File: config.mk
export PLATFORM = sky130hd
export DESIGN_NAME = pkar_cell
export DESIGN_NICKNAME = d
export VERILOG_FILES = /design/src/pkar_pkg.sv /design/src/pkar_cell.sv
export SDC_FILE = /design/constraint.sdc
export NUM_CORES = 1
export LEC_CHECK = 0
export ABC_CLOCK_PERIOD_IN_PS = 27100
export BUFFER_PORTS_ARGS = -buffer_cell sky130_fd_sc_hd__buf_2
export CAP_MARGIN = 20
export CELL_PAD_IN_SITES_DETAIL_PLACEMENT = 1
export CELL_PAD_IN_SITES_GLOBAL_PLACEMENT = 2
export CORE_AREA = 2 2 204 206
export DETAILED_ROUTE_END_ITERATION = 7
export DIE_AREA = 0 0 206 208
export PLACE_DENSITY = 0.74
export SYNTH_ARGS = -nofsm -noshare
export SYNTH_HDL_FRONTEND = slang
export SYNTH_SLANG_ARGS = --single-unit
File: constraint.sdc
create_clock -name clk -period 27.1 [get_ports clk]
set_clock_uncertainty 0.15 [all_clocks]
set_input_delay 5.42 -clock clk [delete_from_list [all_inputs] [get_ports clk]]
set_output_delay 5.42 -clock clk [all_outputs]
set_load 0.01 [all_outputs]
File: src/pkar_pkg.sv
package pkar_pkg;

  localparam logic [1:0] KIND_CHECK  = 2'd0;
  localparam logic [1:0] KIND_RECORD = 2'd1;
  localparam logic [1:0] KIND_CLEAR  = 2'd2;

  localparam logic [1:0] REG_ENABLE  = 2'd0;
  localparam logic [1:0] REG_MAX     = 2'd1;
  localparam logic [1:0] REG_WINDOW  = 2'd2;

  localparam logic [15:0] COUNT_MAX  = 16'hFFFF;

  typedef struct packed {
    logic        vld;
    logic [1:0]  kind;
    logic [31:0] now;
    logic        hit;
    logic [15:0] hit_count;
    logic [31:0] hit_start;
    logic [31:0] min_start;
  } scan_t;

  typedef struct packed {
    logic        en;
    logic        key_we;
    logic [15:0] count;
    logic [31:0] start;
  } wr_t;

endpackage

File: src/pkar_cell.sv
module pkar_cell #(
  parameter int TABLE_ENTRIES = 256,
  parameter int KEY_BITS      = 64,
  parameter int IDX           = 0
) (
  input  logic                               clk,
  input  logic                               rst_n,
  input  logic [$clog2(TABLE_ENTRIES+1)-1:0] used_cnt,
  input  pkar_pkg::scan_t                    tok_i,
  input  logic [KEY_BITS-1:0]                key_i,
  input  logic [$clog2(TABLE_ENTRIES)-1:0]   hit_idx_i,
  input  logic [$clog2(TABLE_ENTRIES)-1:0]   min_idx_i,
  output pkar_pkg::scan_t                    tok_o,
  output logic [KEY_BITS-1:0]                key_o,
  output logic [$clog2(TABLE_ENTRIES)-1:0]   hit_idx_o,
  output logic [$clog2(TABLE_ENTRIES)-1:0]   min_idx_o,
  input  pkar_pkg::wr_t                      wr_i,
  input  logic [$clog2(TABLE_ENTRIES)-1:0]   wr_idx_i,
  input  logic [KEY_BITS-1:0]                wr_key_i
);

  localparam int IDX_W = $clog2(TABLE_ENTRIES);
  localparam int CNT_W = $clog2(TABLE_ENTRIES+1);
  localparam logic [IDX_W-1:0] MY_IDX = IDX_W'(IDX);
  localparam logic [CNT_W-1:0] MY_CNT = CNT_W'(IDX);

  logic [KEY_BITS-1:0] ent_key_r;
  logic [15:0]         ent_count_r;
  logic [31:0]         ent_start_r;

  pkar_pkg::scan_t     tok_r, tok_nxt;
  logic [KEY_BITS-1:0] key_r;
  logic [IDX_W-1:0]    hit_idx_r, hit_idx_nxt;
  logic [IDX_W-1:0]    min_idx_r, min_idx_nxt;
  logic                used;

  assign used = MY_CNT < used_cnt;

  always_comb begin
    tok_nxt     = tok_i;
    hit_idx_nxt = hit_idx_i;
    min_idx_nxt = min_idx_i;
    if (used && !tok_i.hit && ent_key_r == key_i) begin
      tok_nxt.hit       = 1'b1;
      tok_nxt.hit_count = ent_count_r;
      tok_nxt.hit_start = ent_start_r;
      hit_idx_nxt       = MY_IDX;
    end
    if (used && ent_start_r < tok_i.min_start) begin
      tok_nxt.min_start = ent_start_r;
      min_idx_nxt       = MY_IDX;
    end
  end

  always_ff @(posedge clk) begin
    if (!rst_n) begin
      tok_r.vld <= 1'b0;
    end else begin
      tok_r.vld <= tok_i.vld;
    end
    tok_r.kind      <= tok_nxt.kind;
    tok_r.now       <= tok_nxt.now;
    tok_r.hit       <= tok_nxt.hit;
    tok_r.hit_count <= tok_nxt.hit_count;
    tok_r.hit_start <= tok_nxt.hit_start;
    tok_r.min_start <= tok_nxt.min_start;
    key_r           <= key_i;
    hit_idx_r       <= hit_idx_nxt;
    min_idx_r       <= min_idx_nxt;
  end

  always_ff @(posedge clk) begin
    if (wr_i.en && wr_idx_i == MY_IDX) begin
      ent_count_r <= wr_i.count;
      ent_start_r <= wr_i.start;
      if (wr_i.key_we) begin
        ent_key_r <= wr_key_i;
      end
    end
  end

  assign tok_o     = tok_r;
  assign key_o     = key_r;
  assign hit_idx_o = hit_idx_r;
  assign min_idx_o = min_idx_r;

endmodule

==> results of run 1 <==
==> stage by stage <==
step	total power [uW]	setup slack, ps	instances
2_1_floorplan	535	14230	642
3_3_place_gp	583	18790	1694
3_5_place_dp	585	18780	1694
4_1_cts	1070	19340	1758
5_1_grt	1090	19160	1764
6_report	1050	19350	1765
==> layer usage <==
layer,up-vias,share of wire,track usage
met5,-,0.0016,0
met4,8,0.029,0.0648
met3,60,0.088,0.0504
met2,327,0.50,0.254
met1,3379,0.38,0.162
li1,3402,-,-
==> power groups by stage <==
| stage | registers [uW] | clock network [uW] | logic [uW] |
|---|---|---|---|
| after global routing | 500 | 509 | 82.3 |
| final | 499 | 475 | 75.0 |
| after detailed placement | 509 | 0 | 76.1 |
| after CTS | 499 | 493 | 76.6 |
| after global placement | 508 | 0 | 74.5 |
| after floorplan | 517 | 0 | 17.9 |
==> cell type report <==
type	count	area, um^2
clock buffer	50	1030
timing repair buffer	530	2670
antenna	7	17.5
tap	532	666
inverter	44	165
fill	4546	26000
clock inverter	14	136
multi-input combinational	280	2590
sequential	308	7290
==> worst paths after layout <==
check / startpoint / to / slack, ps / depth (start not counted)
max: key_i[43] / tok_o[62]$_DFF_P_ / 19350 / 8
min: ent_count_r[14]$_DFFE_PP_ / tok_o[78]$_DFF_P_ / 300 / 1
max reg2reg: ent_key_r[48]$_DFFE_PP_ / tok_o[62]$_DFF_P_ / 23920 / 7
min reg2reg: ent_count_r[14]$_DFFE_PP_ / tok_o[78]$_DFF_P_ / 300 / 1
==> logic make-up after synthesis <==
group / count (synthesis) / synth area share
AOI/OAI and AO/OA: 39 / 0.0258
and+or+nand+nor: 85 / 0.0504
buffers and inverters: 54 / 0.0233
adders and majority gates: 31 / 0.0385
muxes: 80 / 0.100
DFF: 308 / 0.722
xor gates and xnor gates: 45 / 0.0391
==> critical path, stage by stage <==
cell       delay (ps)
buf_2             110
nor2b_1           130
a2111oi_0         550
nand4_1           220
nor4_1            550
nand4_1           240
buf_4             370
mux2_4            370
==> synthesized netlist by cell type (all sizes together) <==
cell	number
dfxtp	196
edfxtp	112
mux2	80
inv	44
xor2	39
ha	31
nor2b	23
nor4	16
a21oi	11
and2	10
buf	9
nand4	9
nand2	8
nand2b	6
xnor2	6
a2111oi	5
a21o	5
o21ai	5
o22ai	5
nand3	3
and4	2
nor2	2
nor3	2
a221o	1
a221oi	1
a22o	1
a22oi	1
a41oi	1
and3	1
clkbuf	1
nand3b	1
o211ai	1
o21a	1
o221ai	1
or3	1
or4	1
==> state kept, by name, summed over array words and instances (netlist names) <==
register / flops
min_idx_o: 8
key_o: 64
ent_count_r: 16
tok_o: 116
ent_key_r: 64
ent_start_r: 32
hit_idx_o: 8
==> metrics.md, run 1 <==
| Metric | Value |
|---|---|
| Slew headroom | `0.433` |
| Tmin final | `7750 ps` |
| Setup crit end kind | `flip-flop` |
| Hold Crit Class | `reg2reg` |
| Residual DRC count | `0` |
| Largest area contributor in the netlist | `dfxtp_1` |
| Sequential share of power | `0.476` |
| Static leakage power | `0.00670 uW` |
| Clk Tree Root Cell | `clkbuf_16` |
| Clk buf depth | `3` |
| Gpl congestion | `0.773` |
| CTS tree | `yes` |
| Post-CTS setup buffer count | `0` |
| Initial Utilization | `0.249` |
| Top cell type's share of synthesized area | `0.389` |
| Placed Instance Area | `13,400 um^2` |
| Post-synth net total | `1,002` |
| Hold Fails Final Rpt | `0` |
| Clock slew seen by the registers of the worst setup and hold paths | `60 ps` |
| Critical path arrival | `8000 ps` |
| RSZ-0062 raised after global routing | `false` |
| Critical path class | `in2reg` |
| Library cells used by synthesis | `40` |
| First-pass GRT wire length | `46.7 mm` |
| Cell count after synthesis | `642` |
| Congestion Overflow GR | `0` |
| Warnings, synthesis | `0` |
| Area grow syn2layout | `44.3%` |
| Largest net degree at the start of global routing | `65` |
| Total number of vias | `7,176` |
| H-tree depth | `2` |
| Mean routed wirelength per cell | `18.5 um` |
| Fin nets | `1,559` |
| Antenna violations before repair | `12` |
| Net Sw Frac | `0.219` |
| Critical Path RT | `27,350 ps` |
| Hold WS | `304 ps` |
| Cts repair resizes | `0` |
| Comb power frac | `0.072` |
| CTS sink cnt | `308` |
| Register area share after synthesis | `0.722` |
| Status | `finished clean` |
| HPWL Detailed | `25.8 mm` |
| CTS buffer count | `35` |
| Final instance area | `14,600 um^2` |
| DIE AREA | `42,800 um^2` |
| Die W | `206 um` |
| Sum Neg Setup Slack | `0 ps` |
| Synthesized area | `10,100 um^2` |
| Commonest non-fill, non-tap cells in the layout | `buf_2, dfxtp_1, edfxtp_1, inv_1, xor2_1` |
| Share of post-route cells with drive strength above 1 | `0.522` |
| Max Slew Vio Count | `0` |
| Die Ht | `208 um` |
| Commonest non-fill, non-tap cell in the layout | `buf_2` |
| Max Fclk | `129 MHz` |
| Via/cell ratio | `4.07` |
| Count of state elements after synthesis | `308` |
| Clock share of power | `0.453` |
| PwrDens | `72.0 nW/um^2` |
| FP Rows | `74` |
| CP Launch Type | `input pin` |
| Overall routing resource usage | `0.147` |
| Period utilization | `0.286` |
| Worst skew pair latency | `540 ps` |
| CP Max Fanout | `36` |
| Int Power | `818 uW` |
| Final WL | `32.6 mm` |
| Final ANT Viol Nets | `0` |
| Starting DRT DRC Count | `201` |
| Post-CTS Hold Buffers | `0` |
| Worst IR Drop VDD | `0.0000507 V` |
| Top cells by area, synth | `dfxtp_1, edfxtp_1, mux2_4` |
| Number of max-cap violations | `0` |
| Final core occ | `0.359` |
| Synthesized area per cell | `15.7 um^2` |
| Core box area | `40,600 um^2` |
| Switch Pwr | `230 uW` |
| IO Pins | `525` |
| Least-Margin Pin Slew | `850 ps` |
| First-pass DRT Iterations | `4` |
| Setup violations, final | `0` |
| Vias in the first global route | `7,836` |
| PortBufs | `524` |
Power figures use the tool's default switching activity.
==> run 2, diff against run 1 <==
==> config.mk (replaced) <==
export PLATFORM = sky130hd
export DESIGN_NAME = pkar_cell
export DESIGN_NICKNAME = d
export VERILOG_FILES = /design/src/pkar_pkg.sv /design/src/pkar_cell.sv
export SDC_FILE = /design/constraint.sdc
export NUM_CORES = 1
export LEC_CHECK = 0
export ABC_CLOCK_PERIOD_IN_PS = 6940
export BUFFER_PORTS_ARGS = -buffer_cell sky130_fd_sc_hd__buf_2
export CAP_MARGIN = 20
export CELL_PAD_IN_SITES_DETAIL_PLACEMENT = 1
export CELL_PAD_IN_SITES_GLOBAL_PLACEMENT = 2
export CORE_MARGIN = 1
export CORE_UTILIZATION = 25
export DETAILED_ROUTE_END_ITERATION = 7
export PLACE_DENSITY = 0.77
export SYNTH_ARGS = -nofsm -noshare
export SYNTH_HDL_FRONTEND = slang
export SYNTH_SLANG_ARGS = --single-unit
==> constraint.sdc (replaced) <==
create_clock -name clk -period 6.94 [get_ports clk]
set_clock_uncertainty 0.15 [all_clocks]
set_input_delay 1.388 -clock clk [delete_from_list [all_inputs] [get_ports clk]]
set_output_delay 1.388 -clock clk [all_outputs]
set_load 0.01 [all_outputs]
==> metrics.md, run 2 (synthesized netlist as in run 1, its figures left out) <==
| Metric | Value |
|---|---|
| Final ANT Viol Nets | `0 (unchanged)` |
| Clk Tree Root Cell | `clkbuf_16 (unchanged)` |
| Critical path class | `in2reg (unchanged)` |
| Sum Neg Setup Slack | `0 ps (unchanged)` |
| CTS buffer count | `35 (unchanged)` |
| Residual DRC count | `0 (unchanged)` |
| CTS sink cnt | `308 (unchanged)` |
| Status | `finished clean (unchanged)` |
| CP Launch Type | `input pin (unchanged)` |
| Critical Path RT | `7210 ps (was 27,350 ps)` |
| RSZ-0062 raised after global routing | `false (unchanged)` |
| Mean routed wirelength per cell | `18.9 um (was 18.5 um)` |
| Vias in the first global route | `7,813 (was 7,836)` |
| Final WL | `33.1 mm (was 32.6 mm)` |
| First-pass DRT Iterations | `4 (unchanged)` |
| Commonest non-fill, non-tap cell in the layout | `buf_2 (unchanged)` |
| Post-CTS setup buffer count | `0 (unchanged)` |
| Number of max-cap violations | `0 (unchanged)` |
| Antenna violations before repair | `11 (was 12)` |
| CP Max Fanout | `52 (was 36)` |
| Hold Crit Class | `reg2reg (unchanged)` |
| Setup crit end kind | `flip-flop (unchanged)` |
| HPWL Detailed | `26.7 mm (was 25.8 mm)` |
| Die Ht | `203 um (was 208 um)` |
| Fin nets | `1,558 (was 1,559)` |
| Max FFs per register | `116 (unchanged)` |
| Worst skew pair latency | `550 ps (was 540 ps)` |
| Cts repair resizes | `0 (unchanged)` |
| H-tree depth | `2 (unchanged)` |
| Largest net degree at the start of global routing | `53 (was 65)` |
| FP Rows | `73 (was 74)` |
| Final core occ | `0.366 (was 0.359)` |
| Clk buf depth | `3 (unchanged)` |
| Max Slew Vio Count | `0 (unchanged)` |
| Tmin final | `4270 ps` |
| Total number of vias | `7,199 (was 7,176)` |
| Clock slew seen by the registers of the worst setup and hold paths | `60 ps (about the same)` |
| Post-CTS Hold Buffers | `0 (unchanged)` |
| Die W | `203 um (was 206 um)` |
| Share of post-route cells with drive strength above 1 | `0.522 (about the same)` |
| DIE AREA | `41,200 um^2 (was 42,800 um^2)` |
| PwrDens | `282 nW/um^2 (was 72.0 nW/um^2)` |
| CTS tree | `yes (unchanged)` |
| Static leakage power | `0.00670 uW (about the same)` |
| Period utilization | `0.616` |
| First-pass GRT wire length | `47.1 mm (was 46.7 mm)` |
| Max Fclk | `234 MHz` |
| Congestion Overflow GR | `0 (unchanged)` |
| Starting DRT DRC Count | `189 (was 201)` |
| Via/cell ratio | `4.10 (was 4.07)` |
| Slew headroom | `0.344 (was 0.433)` |
| Critical path arrival | `4540 ps (was 8000 ps)` |
| Setup violations, final | `0 (unchanged)` |
| Commonest non-fill, non-tap cells in the layout | `buf_2, dfxtp_1, edfxtp_1, inv_1, xor2_1 (unchanged)` |
| Power, Total | `4100 uW (was 1050 uW)` |
| Area grow syn2layout | `44.2% (was 44.3%)` |
| Worst IR Drop VDD | `0.000222 V (was 0.0000507 V)` |
| Core box area | `39,700 um^2 (was 40,600 um^2)` |
| Initial Utilization | `0.254 (was 0.249)` |
| Overall routing resource usage | `0.157 (was 0.147)` |
| PortBufs | `524 (unchanged)` |
| Least-Margin Pin Slew | `980 ps (was 850 ps)` |
| Gpl congestion | `0.802 (was 0.773)` |
| Hold Fails Final Rpt | `0 (unchanged)` |
| IO Pins | `525 (unchanged)` |
[run 2: per-stage QoR]
stage	worst slack (ps)	cell area, um^2	hold WS [ps]	std cells
floorplan	185	10100	275	642
global placement	2090	13400	281	1686
detailed placement	1960	13400	298	1686
CTS	2560	14500	312	1749
global route	2490	14500	318	1753
finish	2670	14500	305	1754
[run 2: routing by layer]
layer | share of wire | up-vias | track usage
met4 | 0.041 | 8 | 0.0835
li1 | - | 3391 | -
met3 | 0.086 | 74 | 0.0549
met1 | 0.35 | 3382 | 0.154
met5 | 0.0018 | - | 0
met2 | 0.52 | 344 | 0.288
[run 2: where the power goes]
part           switching (uW)  internal [uW]
clock                     748           1100
sequential               15.8           1930
combinational             142            153
total                     905           3190
[run 2: worst max-delay path, stage by stage]
cell	delay [ps]
buf_2	120
or4_1	500
nor4_1	650
nor4_1	260
nand4_1	370
buf_4	750
mux2_1	390
[run 2: worst paths after layout]
kind	start	endpoint	slack (ps)	cells after the start
hold / removal	ent_count_r[15]$_DFFE_PP_	tok_o[79]$_DFF_P_	310	1
setup reg to reg	ent_start_r[5]$_DFFE_PP_	tok_o[12]$_DFF_P_	3300	8
hold reg to reg	ent_count_r[15]$_DFFE_PP_	tok_o[79]$_DFF_P_	310	1
setup / recovery	used_cnt[1]	tok_o[44]$_DFF_P_	2670	7
[run 2: layout make-up]
class | count | area [um^2]
antenna | 5 | 12.5
inverter | 44 | 165
clock buffer | 53 | 1020
timing repair buffer | 529 | 2660
sequential | 308 | 7290
tap | 525 | 657
clock inverter | 10 | 138
multi-input combinational | 280 | 2600
fill | 4404 | 25200
==> run 3, diff against run 2 <==
--- a/config.mk
+++ b/config.mk
@@ -5,15 +5,16 @@
 export SDC_FILE = /design/constraint.sdc
 export NUM_CORES = 1
 export LEC_CHECK = 0
-export ABC_CLOCK_PERIOD_IN_PS = 6940
+export ABC_AREA = 1
+export ABC_CLOCK_PERIOD_IN_PS = 4100
 export BUFFER_PORTS_ARGS = -buffer_cell sky130_fd_sc_hd__buf_2
 export CAP_MARGIN = 20
 export CELL_PAD_IN_SITES_DETAIL_PLACEMENT = 1
 export CELL_PAD_IN_SITES_GLOBAL_PLACEMENT = 2
 export CORE_MARGIN = 1
-export CORE_UTILIZATION = 25
+export CORE_UTILIZATION = 26
 export DETAILED_ROUTE_END_ITERATION = 7
-export PLACE_DENSITY = 0.77
+export PLACE_DENSITY = 0.81
 export SYNTH_ARGS = -nofsm -noshare
 export SYNTH_HDL_FRONTEND = slang
 export SYNTH_SLANG_ARGS = --single-unit
==> constraint.sdc (replaced) <==
create_clock -name clk -period 4.1 [get_ports clk]
set_clock_uncertainty 0.15 [all_clocks]
set_input_delay 0.82 -clock clk [delete_from_list [all_inputs] [get_ports clk]]
set_output_delay 0.82 -clock clk [all_outputs]
set_load 0.01 [all_outputs]
==> metrics.md, run 3 <==
| Metric | Value |
|---|---|
| Period utilization | `0.854` |
| Final ANT Viol Nets | `0 (unchanged)` |
| Top cells by area, synth | `dfxtp_1, edfxtp_1, nand2_1 (was dfxtp_1, edfxtp_1, mux2_4)` |
| Sum Neg Setup Slack | `0 ps (unchanged)` |
| # fillers | `4,687 (was 4,404)` |
| Total number of vias | `8,934 (was 7,199)` |
| Status | `finished clean (unchanged)` |
| Final WS setup | `597 ps (was 2670 ps)` |
| CTS buffer count | `37 (was 35)` |
| Hold Fails Final Rpt | `0 (unchanged)` |
| Final core occ | `0.377 (was 0.366)` |
| Setup crit end kind | `flip-flop (unchanged)` |
| CTS tree | `yes (unchanged)` |
| Die W | `204 um (was 203 um)` |
| Share of post-route cells with drive strength above 1 | `0.388 (was 0.522)` |
| Tmin final | `3500 ps` |
| Ys async rst share | `0 (unchanged)` |
| Commonest non-fill, non-tap cell in the layout | `buf_2 (unchanged)` |
| Clock slew seen by the registers of the worst setup and hold paths | `60 ps (about the same)` |
| Critical path arrival | `3780 ps (was 4540 ps)` |
| Starting DRT DRC Count | `322 (was 189)` |
| RSZ-0062 raised after global routing | `false (unchanged)` |
| Pre-CTS setup slack | `39.6 ps (was 1960 ps)` |
| Congestion Overflow GR | `0 (unchanged)` |
| Synthesized area | `10,600 um^2 (was 10,100 um^2)` |
| Largest net degree at the start of global routing | `55 (was 53)` |
| Die Ht | `204 um (was 203 um)` |
| Overall routing resource usage | `0.183 (was 0.157)` |
| Synth cell count leaders | `nand2_1, dfxtp_1, edfxtp_1 (was dfxtp_1, edfxtp_1, inv_1)` |
| Fin nets | `1,895 (was 1,558)` |
| Number of max-cap violations | `0 (unchanged)` |
| FP Rows | `73 (unchanged)` |
| Initial Utilization | `0.265 (was 0.254)` |
| HPWL Detailed | `29.7 mm (was 26.7 mm)` |
| Cell count after synthesis | `995 (was 642)` |
| Setup violations, final | `0 (unchanged)` |
| Critical Path RT | `4370 ps (was 7210 ps)` |
| Register area | `7290 um^2 (unchanged)` |
| Static leakage power | `0.00743 uW (was 0.00670 uW)` |
| Hold WS | `232 ps (was 305 ps)` |
| Max FFs per register | `116 (unchanged)` |
| Vias in the first global route | `9,594 (was 7,813)` |
| Residual DRC count | `0 (unchanged)` |
| Antenna violations before repair | `6 (was 11)` |
| Max Fclk | `286 MHz` |
| PortBufs | `524 (unchanged)` |
| Critical path class | `reg2reg (was in2reg)` |
| Worst IR Drop VDD | `0.000306 V (was 0.000222 V)` |
| Post-CTS Hold Buffers | `0 (unchanged)` |
| DIE AREA | `41,500 um^2 (was 41,200 um^2)` |
| Area grow syn2layout | `42.5% (was 44.2%)` |
| Count of state elements after synthesis | `308 (unchanged)` |
| Mean routed wirelength per cell | `18.3 um (was 18.9 um)` |
| Clk Tree Root Cell | `clkbuf_16 (unchanged)` |
| Max Slew Vio Count | `0 (unchanged)` |
| Clk buf depth | `3 (unchanged)` |
| PwrDens | `471 nW/um^2 (was 282 nW/um^2)` |
| Top cell type's share of synthesized area | `0.371 (was 0.389)` |
| Worst skew pair latency | `540 ps (was 550 ps)` |
| CTS sink cnt | `308 (unchanged)` |
| Slew headroom | `0.327 (was 0.344)` |
| Via/cell ratio | `4.26 (was 4.10)` |
| Warnings, synthesis | `0 (unchanged)` |
| Largest area contributor in the netlist | `dfxtp_1 (unchanged)` |
| Power, Total | `7080 uW (was 4100 uW)` |
| Gpl congestion | `0.818 (was 0.802)` |
| Hold Crit Class | `in2reg (was reg2reg)` |
| Post-CTS setup buffer count | `0 (unchanged)` |
| Core box area | `39,900 um^2 (was 39,700 um^2)` |
| H-tree depth | `2 (unchanged)` |
| Commonest non-fill, non-tap cells in the layout | `buf_2, nand2_1, dfxtp_1, edfxtp_1, inv_1 (was buf_2, dfxtp_1, edfxtp_1, inv_1, xor2_1)` |
| CP Launch Type | `flip-flop (was input pin)` |
| First-pass GRT wire length | `56.2 mm (was 47.1 mm)` |
| Final WL | `38.4 mm (was 33.1 mm)` |
| Post-synth net total | `1,355 (was 1,002)` |
| Register area share after synthesis | `0.690 (was 0.722)` |
| CP Max Fanout | `41 (was 52)` |
| EDFF count, synth | `112 (unchanged)` |
| IO Pins | `525 (unchanged)` |
| Multi-input gate area | `2750 um^2 (was 2600 um^2)` |
| Library cells used by synthesis | `26 (was 40)` |
| Cts repair resizes | `0 (unchanged)` |
| First-pass DRT Iterations | `4 (unchanged)` |
| Count leader, synth | `nand2_1 (was dfxtp_1)` |
| Post-synth top flop | `dfxtp_1 (unchanged)` |
| Synthesized area per cell | `10.6 um^2 (was 15.7 um^2)` |
| Least-Margin Pin Slew | `1010 ps (was 980 ps)` |
run 3: cell count changes after synthesis, moves of 27 or more:
cell,change
nand2_1,+280
xor2_1,-31
mux2_4,-30
nand4_1,+43
mux2_2,-27
nand3_1,+33
nor2_1,+48
inv_1,+56
run 3: worst paths after layout:
path | from | end | slack, ps | cells past startpoint
setup / recovery | ent_start_r[29]$_DFFE_PP_ | tok_o[19]$_DFF_P_ | 600 | 10
setup reg to reg | ent_start_r[29]$_DFFE_PP_ | tok_o[19]$_DFF_P_ | 600 | 10
hold / removal | tok_i[108] | tok_o[108]$_DFF_P_ | 230 | 1
hold reg to reg | ent_count_r[9]$_DFFE_PP_ | tok_o[73]$_DFF_P_ | 340 | 2
run 3: per-stage QoR:
stage	std cells	area, um^2
floorplan	995	10600
global placement	2021	13800
detailed placement	2021	13800
CTS	2089	15000
global route	2094	15100
finish	2095	15100
run 3: kinds of logic after synthesis:
kind of cell             after synthesis  synth area share
flip-flops                           308             0.690
AND/OR/NAND/NOR                      440             0.175
adder cells (fa/ha/maj)               31            0.0367
XOR/XNOR                              14            0.0116
AO/OA/AOI/OAI                         62            0.0316
buffers and inverters                140            0.0549
run 3: critical path, stage by stage, from the launching register on:
cell and delay (ps):
edfxtp_1 430, ha_1 320, a21oi_1 130, nor2_1 50
nor3b_1 270, nand3_1 180, nor2_4 790, nand2_1 590
buf_12 340, nand2_1 70, nand2_1 50
run 3: where the power goes:
part / switching, uW / internal [uW] / leakage [uW]
sequential: 29.9 / 3270 / 0.00266
clock: 1300 / 1960 / 0.000588
combinational: 278 / 241 / 0.00418
run 3: final cells by class:
| type | count | share of cell area |
|---|---|---|
| Clock inverter | 14 | 0.00748 |
| Inverter | 108 | 0.0269 |
| Tap cell | 525 | 0.0436 |
| Clock buffer | 54 | 0.0740 |
| Timing Repair Buffer | 533 | 0.180 |
| Multi-Input combinational cell | 547 | 0.183 |
| Sequential cell | 308 | 0.484 |
| Antenna cell | 6 | 0.000997 |
run 3: per-layer routing:
| metal | GRT usage | wire length (um) |
|---|---|---|
| met3 | 0.0478 | 2310 |
| met5 | 0 | 0 |
| met2 | 0.321 | 19300 |
| met4 | 0.0610 | 993 |
| met1 | 0.215 | 15800 |
